**config.mk**
```make
export PLATFORM = sky130hd
export DESIGN_NAME = wttd_cordic
export DESIGN_NICKNAME = d
export VERILOG_FILES = /design/src/rtl/wttd_pkg.sv /design/src/rtl/wttd_cordic.sv
export SDC_FILE = /design/constraint.sdc
export NUM_CORES = 1
export LEC_CHECK = 0
export CAP_MARGIN = 20
export CORE_ASPECT_RATIO = 0.7
export CORE_UTILIZATION = 60
export DETAILED_ROUTE_END_ITERATION = 7
export DONT_BUFFER_PORTS = 1
export PLACE_DENSITY_LB_ADDON = 0.25
export SKIP_LAST_GASP = 1
export SYNTH_ARGS = -nofsm -noshare
export SYNTH_HDL_FRONTEND = slang
export SYNTH_SLANG_ARGS = --single-unit
```
**constraint.sdc**
```tcl
create_clock -name aclk -period 13.4 [get_ports aclk]
set_input_delay 0.67 -clock aclk [delete_from_list [all_inputs] [get_ports aclk]]
set_output_delay 0.67 -clock aclk [all_outputs]
set_load 0.01 [all_outputs]
```
**src/rtl/wttd_pkg.sv**
```systemverilog
// ============================================================================
// wttd_pkg: shared definitions for the waypoint turn-then-drive controller
// Field widths, register codes, motion codes, CORDIC angle table.
// ============================================================================
`default_nettype none

package wttd_pkg;

    localparam int PATH_DEPTH_DEF   = 64;
    localparam int CORDIC_STEPS_DEF = 16;

    // CORDIC datapath width: 33-bit difference vector plus gain growth
    localparam int XY_W = 36;
    // Gain-compensated distance width
    localparam int DIST_W = 35;

    localparam int S_TDATA_W = 144;
    localparam int S_TUSER_W = 2;
    localparam int M_TDATA_W = 56;
    localparam int CFG_IDX_W = 8;
    localparam int CFG_DAT_W = 32;

    localparam logic [23:0] GAIN_Q24    = 24'd10188014;
    localparam logic [14:0] BAM_TO_RATE = 15'd25736;

    localparam logic [14:0] MAX_TURN_RST  = 15'd4096;
    localparam logic [30:0] MAX_SPEED_RST = 31'd32768;
    localparam logic [14:0] HEAD_TOL_RST  = 15'd521;
    localparam logic [30:0] ARRIVAL_RST   = 31'd1311;

    typedef enum logic [CFG_IDX_W-1:0] {
        REG_MAX_TURN_RATE     = 8'd0,
        REG_MAX_SPEED         = 8'd1,
        REG_HEADING_TOLERANCE = 8'd2,
        REG_ARRIVAL_RADIUS    = 8'd3
    } cfg_reg_t;

    typedef enum logic [1:0] {
        MS_IDLE  = 2'd0,
        MS_TURN  = 2'd1,
        MS_DRIVE = 2'd2
    } motion_t;

    typedef struct packed {
        logic busy;
        logic done;
    } cordic_stat_t;

    // arctan(2^-i) in binary angle units, 2^32 = 2 pi
    function automatic logic [31:0] atan_bam(input logic [4:0] i);
        logic [31:0] v;
        case (i)
            5'd0:  v = 32'h20000000;
            5'd1:  v = 32'h12E4051E;
            5'd2:  v = 32'h09FB385B;
            5'd3:  v = 32'h051111D4;
            5'd4:  v = 32'h028B0D43;
            5'd5:  v = 32'h0145D7E1;
            5'd6:  v = 32'h00A2F61E;
            5'd7:  v = 32'h00517C55;
            5'd8:  v = 32'h0028BE53;
            5'd9:  v = 32'h00145F2F;
            5'd10: v = 32'h000A2F98;
            5'd11: v = 32'h000517CC;
            5'd12: v = 32'h00028BE6;
            5'd13: v = 32'h000145F3;
            5'd14: v = 32'h0000A2FA;
            5'd15: v = 32'h0000517D;
            5'd16: v = 32'h000028BE;
            5'd17: v = 32'h0000145F;
            5'd18: v = 32'h00000A30;
            5'd19: v = 32'h00000518;
            5'd20: v = 32'h0000028C;
            5'd21: v = 32'h00000146;
            5'd22: v = 32'h000000A3;
            5'd23: v = 32'h00000051;
            5'd24: v = 32'h00000029;
            5'd25: v = 32'h00000014;
            5'd26: v = 32'h0000000A;
            5'd27: v = 32'h00000005;
            5'd28: v = 32'h00000003;
            5'd29: v = 32'h00000001;
            5'd30: v = 32'h00000001;
            default: v = 32'h00000000;
        endcase
        return v;
    endfunction

endpackage

`default_nettype wire

```
**src/rtl/wttd_cordic.sv**
```systemverilog
// ============================================================================
// wttd_cordic: iterative vectoring CORDIC
// One micro-rotation per cycle; drives y toward zero, accumulates angle.
// ============================================================================
`default_nettype none

module wttd_cordic #(
    parameter int STEPS = wttd_pkg::CORDIC_STEPS_DEF
) (
    input  wire logic                              aclk,
    input  wire logic                              aresetn,
    input  wire logic                              start,
    input  wire logic signed [wttd_pkg::XY_W-1:0]  x_in,
    input  wire logic signed [wttd_pkg::XY_W-1:0]  y_in,
    input  wire logic        [31:0]                z_in,
    output wttd_pkg::cordic_stat_t                 stat,
    output logic signed      [wttd_pkg::XY_W-1:0]  x_out,
    output logic             [31:0]                z_out
);

    localparam int IW = (STEPS > 1) ? $clog2(STEPS) : 1;
    localparam logic [IW-1:0] LAST = IW'(STEPS - 1);

    logic signed [wttd_pkg::XY_W-1:0] x_reg, y_reg, x_next, y_next, sh_x, sh_y;
    logic        [31:0]               z_reg, z_next, atan_v;
    logic        [IW-1:0]             idx_reg;
    logic        [IW+4:0]             idx_ext;
    logic                             busy_reg, done_reg;

    always_comb begin
        idx_ext = {5'b0, idx_reg};
        atan_v  = wttd_pkg::atan_bam(idx_ext[4:0]);
        sh_x    = x_reg >>> idx_reg;
        sh_y    = y_reg >>> idx_reg;
        if (y_reg > 0) begin
            x_next = x_reg + sh_y;
            y_next = y_reg - sh_x;
            z_next = z_reg + atan_v;
        end else begin
            x_next = x_reg - sh_y;
            y_next = y_reg + sh_x;
            z_next = z_reg - atan_v;
        end
    end

    always_ff @(posedge aclk) begin
        if (!aresetn) begin
            busy_reg <= 1'b0;
            done_reg <= 1'b0;
            idx_reg  <= '0;
        end else begin
            done_reg <= 1'b0;
            if (start) begin
                busy_reg <= 1'b1;
                idx_reg  <= '0;
            end else if (busy_reg) begin
                if (idx_reg == LAST) begin
                    busy_reg <= 1'b0;
                    done_reg <= 1'b1;
                end else begin
                    idx_reg <= idx_reg + 1'b1;
                end
            end
        end
    end

    always_ff @(posedge aclk) begin
        if (start) begin
            x_reg <= x_in;
            y_reg <= y_in;
            z_reg <= z_in;
        end else if (busy_reg) begin
            x_reg <= x_next;
            y_reg <= y_next;
            z_reg <= z_next;
        end
    end

    assign stat.busy = busy_reg;
    assign stat.done = done_reg;
    assign x_out     = x_reg;
    assign z_out     = z_reg;

endmodule

`default_nettype wire

```
==> results.md, run 1 <==
- complete, no violations — outcome
- 145 um — chip height
- 16800 — via count
- sky130_fd_sc_hd__nand2_1 (288), sky130_fd_sc_hd__o21ai_0 (181), sky130_fd_sc_hd__a21oi_1 (164) — most used cells in the layout excluding fill and tap cells
- 2335 — number of nets produced by synthesis
- 80 — highest fanout seen on the critical path
- 84 — number of library cell types mapped by synthesis
- 0.190 — max-slew headroom at the worst pin
- 140 — Synth Register Bits
- 0 — async set or reset register ratio after synthesis
- register — crit path capture type
- 0 — Post-route DRC
- 23.3 um — wire length per cell
- 51 — count of standard-cell rows
- 0 — number of gates resized after cts
- 3850 sq um — flip-flop and latch area
- 3.68% — area overhead of the layout relative to synthesis
- 6 — first drt pass iteration count
- 8.28 sq um — Post-Syn Area per Cell
- 0.220 — sequential area share after synthesis
- register — startpoint types
- no — setup repair after global routing missed its margin
- sky130_fd_sc_hd__nand2_1 — most common cell after layout, fill and taps aside
- 56400 um — Routed WL
- 206 um — chip width
- 0 — ANT cells
- 15000 — vias in the first global route
- 0.620 — initial core utilization
- 1 — number of antenna violations at the first check in global routing
- buf_4, mux2_2, mux2i_1, o2bb2ai_1, o2bb2ai_1, or3b_1, o21ai_0, xor2_1, ha_1, and3_1, nand4_1, nor3_1, a211oi_1, a21oi_1, o21ai_0, a21oi_1, o311ai_0, o211ai_1 — worst path cell trace
- sky130_fd_sc_hd__clkbuf_16 — CTS root buf
- sky130_fd_sc_hd__dfxtp_4 — standard cell with the maximum stage delay on the critical path
- 1.00 — placer congestion estimate
- 0 — antenna-violating nets left
- 17500 sq um — cell area after technology mapping
- 0.542 — post-route clock period utilization
- 0 — Remaining Overflow, GRT
- 0 — number of maximum-capacitance violations
- 41800 um — Detailed Place HPWL
- 0 — number of warnings issued by yosys
- 0 — number of hold buffers added after cts
- 0.09 ns — Worst-path clk slew
- 28200 sq um — placeable core region
- 0 ns — Final TNS setup
- 6.96 — post-detailed-route via-to-cell ratio
- 29900 sq um — total die area
- 1.21 ns — actual slew at the worst max-slew pin
- register to register — kind of critical path
- 2347 — 1st-iter DRT viols
- 7.26 ns — minimum clock period
- 177 — number of placed I/O pins
- 0.0890 — fraction of final layout cells with drive strength greater than 1
- 0 — quantity of I/O buffers inserted on ports
- 7.44 ns — endpoint arrival time on the critical path
- 12900 sq um — multi-input logic area
- 0 — count of final max-slew check failures
- 0.0238 ns — Worst Skew
- 17 — total CTS buffers
- 0 — number of post-CTS setup repair buffers
- primary input to register — type of the worst min-delay path
- 2254 — final layout net count
- 0.374 — total global routing track utilization
- 2113 — cells after synthesis
- 140 — clock tree sinks
- 17600 sq um — Post-DP Area
- 104 — Post-synth EDFFs
- 0.138 GHz — Max Freq
- 85900 um — wire length of the first global-routing pass
- 18100 sq um — post-route standard cell area excluding fillers
- 0 — final setup violation count
- 13.58 ns — required time worst endpoint
- built — CTS tree
- 4 — count of H-tree levels built during CTS
- 0 — number of hold violations in the final report
- 1.03 ns — worst stage delay on the critical path
- 0.47 ns — clock insertion delay at the later pin of the skew report
- 2440 — number of fill cells
- sky130_fd_sc_hd__edfxtp_1 — Main synth FF type
- 2 — maximum number of buffers from clock root to sink
- 208 — largest net degree at the start of global routing
==> cells in the mapped netlist, drive strengths merged, types with 36 or more instances <==
library cell	count	area [sq um]
xnor2	78	683
o21ai	194	971
dfxtp	36	721
a21o	49	368
edfxtp	104	3120
xor2	85	744
nand3	40	200
inv	51	191
ha	112	1400
a21oi	164	821
mux4	54	1220
clkbuf	62	233
nor3	42	220
nor2	129	484
mux2	55	619
buf	54	298
nand2	288	1080
mux2i	96	961
==> per-stage QoR <==
step / cells / hold WS, ns / utilization / setup slack (ns)
floorplan: 2113 / 0.492 / - / 7.34
global placement: 2382 / 0.647 / 0.623 / 6.59
detailed placement: 2382 / 0.651 / 0.623 / 6.47
CTS: 2414 / 0.349 / 0.643 / 6.45
global route: 2416 / 0.360 / 0.643 / 5.89
finish: 2416 / 0.371 / 0.643 / 6.14
==> cell type report <==
class	count	share of cell area
well taps	371	0.0256
clock inverters	14	0.00676
repair buffers	16	0.00648
flip-flops and latches	140	0.212
clock buffers	18	0.0248
multi-input cells	1803	0.713
inverters	54	0.0112
==> worst max-delay path: cells and delay by family, from the launching register on <==
family          cells  cell delay, ns
fa+ha+maj           1            0.33
simple gates        4            1.01
flops               1            1.03
buf+inv             1            0.78
mux                 2            0.60
xor+xnor            1            0.23
compound gates      9            2.95
==> logic make-up (layout without fill, tap and decap cells) <==
| kind of cell | Yosys count | count (layout) | share of synthesized area |
|---|---|---|---|
| compound gates | 648 | 648 | 0.233 |
| mux | 205 | 205 | 0.160 |
| xor+xnor | 163 | 163 | 0.0816 |
| flops | 140 | 140 | 0.220 |
| buf+inv | 170 | 102 | 0.0419 |
| simple gates | 672 | 672 | 0.180 |
| fa+ha+maj | 115 | 115 | 0.0835 |
==> path summary, 6_finish.rpt <==
kind	from	endpoint	slack, ns	depth (start not counted)
worst max register to register	idx_reg[1]	y_reg[31]	6.14	18
worst min register to register	busy_reg	done_reg	0.65	2
worst max-delay path	idx_reg[1]	y_reg[31]	6.14	18
worst min-delay path	aresetn	busy_reg	0.37	1
==> metal layers <==
metal  up-vias  GRT usage  part of all wire
met4         2     0.0832             0.017
li1       7774          -                 -
met1      7889      0.576              0.46
met5         -          0           0.00021
met2      1045      0.504              0.39
met3        95      0.104              0.13
Power of run 1 is left out: the tool's default activity adds up to more than one toggle a clock period on the data nets, which glitch-free logic cannot reach.
==> run 2: changes to the inputs <==
==> constraint.sdc (replaced) <==
create_clock -name aclk -period 6.5 [get_ports aclk]
set_input_delay 0.325 -clock aclk [delete_from_list [all_inputs] [get_ports aclk]]
set_output_delay 0.325 -clock aclk [all_outputs]
set_load 0.01 [all_outputs]
==> results.md, run 2 (synthesis results as in run 1) <==
- 0 — Post-route DRC, unchanged
- 0 — count of final max-slew check failures, unchanged
- 0.620 — initial core utilization, unchanged
- sky130_fd_sc_hd__nor4_1 — standard cell with the maximum stage delay on the critical path
- 2408 — 1st-iter DRT viols, +2.6%
- aresetn — hold path start
- 0.47 ns — clock insertion delay at the later pin of the skew report, about the same
- 2415 — placed instance count, +1.4%
- y_reg[34] — Critical Path Source
- 0.237 — max-slew headroom at the worst pin, +0.0467
- sky130_fd_sc_hd__clkbuf_16 — CTS root buf
- 2449 — number of standard cells in the layout, taps in and fillers out, +1.4%
- 15200 — vias in the first global route, +1.6%
- 28200 sq um — placeable core region, unchanged
- 2438 — number of fill cells, -0.082%
- 0.160 GHz — Max Freq, +16%
- complete, no violations — outcome
- 6.98 — post-detailed-route via-to-cell ratio, +0.34%
- 0.386 — total global routing track utilization, +0.0123
- 0.84 ns — worst stage delay on the critical path, -0.19 ns
- 17100 — via count, +1.7%
- 88300 um — wire length of the first global-routing pass, +2.8%
- 5.61% — area overhead of the layout relative to synthesis
- 0 — ANT cells, unchanged
- nor4_1, nand4_1, nor3_1, buf_4, inv_1, nand2_1, buf_12, nor2_1, xnor2_1, ha_1, and3_1, a221o_1, a31o_2, a22oi_1, o21ai_0, a31oi_1, o21ai_0, or4_1, nand3_1 — worst path cell trace
- 0 — antenna-violating nets left, unchanged
- 206 um — chip width, unchanged
- 17 — total CTS buffers, unchanged
- 0.960 — post-route clock period utilization, +0.418
- 0 — number of maximum-capacitance violations, unchanged
- 0.0125 ns — Worst Skew, -0.0113 ns
- 0.07 ns — Worst-path clk slew, -0.02 ns
- 1.14 ns — actual slew at the worst max-slew pin, -0.0670 ns
- 145 um — chip height, unchanged
- 6.83 ns — required time worst endpoint, -6.75 ns
- register — startpoint types
- built — CTS tree
- 29900 sq um — total die area, unchanged
- primary input to register — type of the worst min-delay path
- y_reg[34] — R2R Path Start
- 0 — quantity of I/O buffers inserted on ports, unchanged
- 208 — largest net degree at the start of global routing, unchanged
- 140 — clock tree sinks, unchanged
- 6.24 ns — minimum clock period, -1.02 ns
- sky130_fd_sc_hd__nand2_1 — most common cell after layout, fill and taps aside
- 31 — highest fanout seen on the critical path, -61%
- 0 — number of hold violations in the final report, unchanged
- register to register — kind of critical path
- yes — setup repair after global routing missed its margin
- 58300 um — Routed WL, +3.4%
- simple AND/OR/NAND/NOR gates — dominant delay contributor by cell family on the critical path
- 0.104 — fraction of final layout cells with drive strength greater than 1, +0.0149
- 0 — number of antenna violations at the first check in global routing, -1
- sky130_fd_sc_hd__nand2_1 (288), sky130_fd_sc_hd__o21ai_0 (181), sky130_fd_sc_hd__a21oi_1 (162) — most used cells in the layout excluding fill and tap cells
- 0 — Remaining Overflow, GRT, unchanged
- 51 — count of standard-cell rows, unchanged
- 23.8 um — wire length per cell, +2.0%
- 43700 um — Detailed Place HPWL, +4.5%
- 18500 sq um — post-route standard cell area excluding fillers, +1.9%
- 2 — maximum number of buffers from clock root to sink, unchanged
- 4 — count of H-tree levels built during CTS, unchanged
- 6.57 ns — endpoint arrival time on the critical path, -0.87 ns
- 0.655 — Final Util, +0.0119
- 0.976 — placer congestion estimate, -2.4%
- 0 — final setup violation count, unchanged
- register — crit path capture type
- 3 — worst path bufs/invs, +2
- 17900 sq um — Post-DP Area, +1.7%
- 2287 — final layout net count, +1.5%
- 177 — number of placed I/O pins, unchanged
- 5 — first drt pass iteration count, -1
- 0.0300 ns — worst hold margin, -0.341 ns
- sky130_fd_sc_hd__o21ai_0 — Top cell by count, worst path
-- run 2: cell count changes in the layout (fill, tap and decap cells not counted), sizes merged --
| cell | delta |
|---|---|
| clkinvlp | +1 |
| buf | +34 |
| clkinv | +1 |
| inv | -3 |
-- run 2: cell type report --
cell class	instances	area [sq um]	area share
Clock buffer	19	454	0.0246
Sequential cell	140	3850	0.209
Timing Repair Buffer	49	454	0.0246
Multi-Input combinational cell	1803	12900	0.700
Clock inverter	13	106	0.00575
Tap cell	371	464	0.0251
Inverter	54	203	0.0110
-- run 2: metrics by stage --
stage | TNS (ns) | worst slack [ns]
6_report | 0 | 0.260
3_5_place_dp | 0 | 0.0989
2_1_floorplan | 0 | 0.440
5_1_grt | -0.0603 | -0.0603
3_3_place_gp | 0 | 0.145
4_1_cts | 0 | 0.0725
-- run 2: timing repair --
item,4_1_cts,5_1_grt
hold buffers,0,0
buffers inserted,0,2
gates resized for setup,0,4
setup endpoints to repair,0,17
-- run 2: per-layer routing --
layer	GRT usage	up-vias	part of all wire
li1	-	7833	-
met1	0.606	8132	0.46
met2	0.522	1050	0.40
met3	0.0864	78	0.12
met4	0.0890	0	0.017
met5	0	-	0
-- run 2: worst paths after layout --
check | slack, ns | to | depth (start not counted)
hold reg to reg | 0.66 | done_reg | 2
setup / recovery | 0.26 | z_out[30] | 19
hold / removal | 0.03 | busy_reg | 1
setup reg to reg | 0.26 | z_out[30] | 19
Power of run 2 is left out for the same reason.
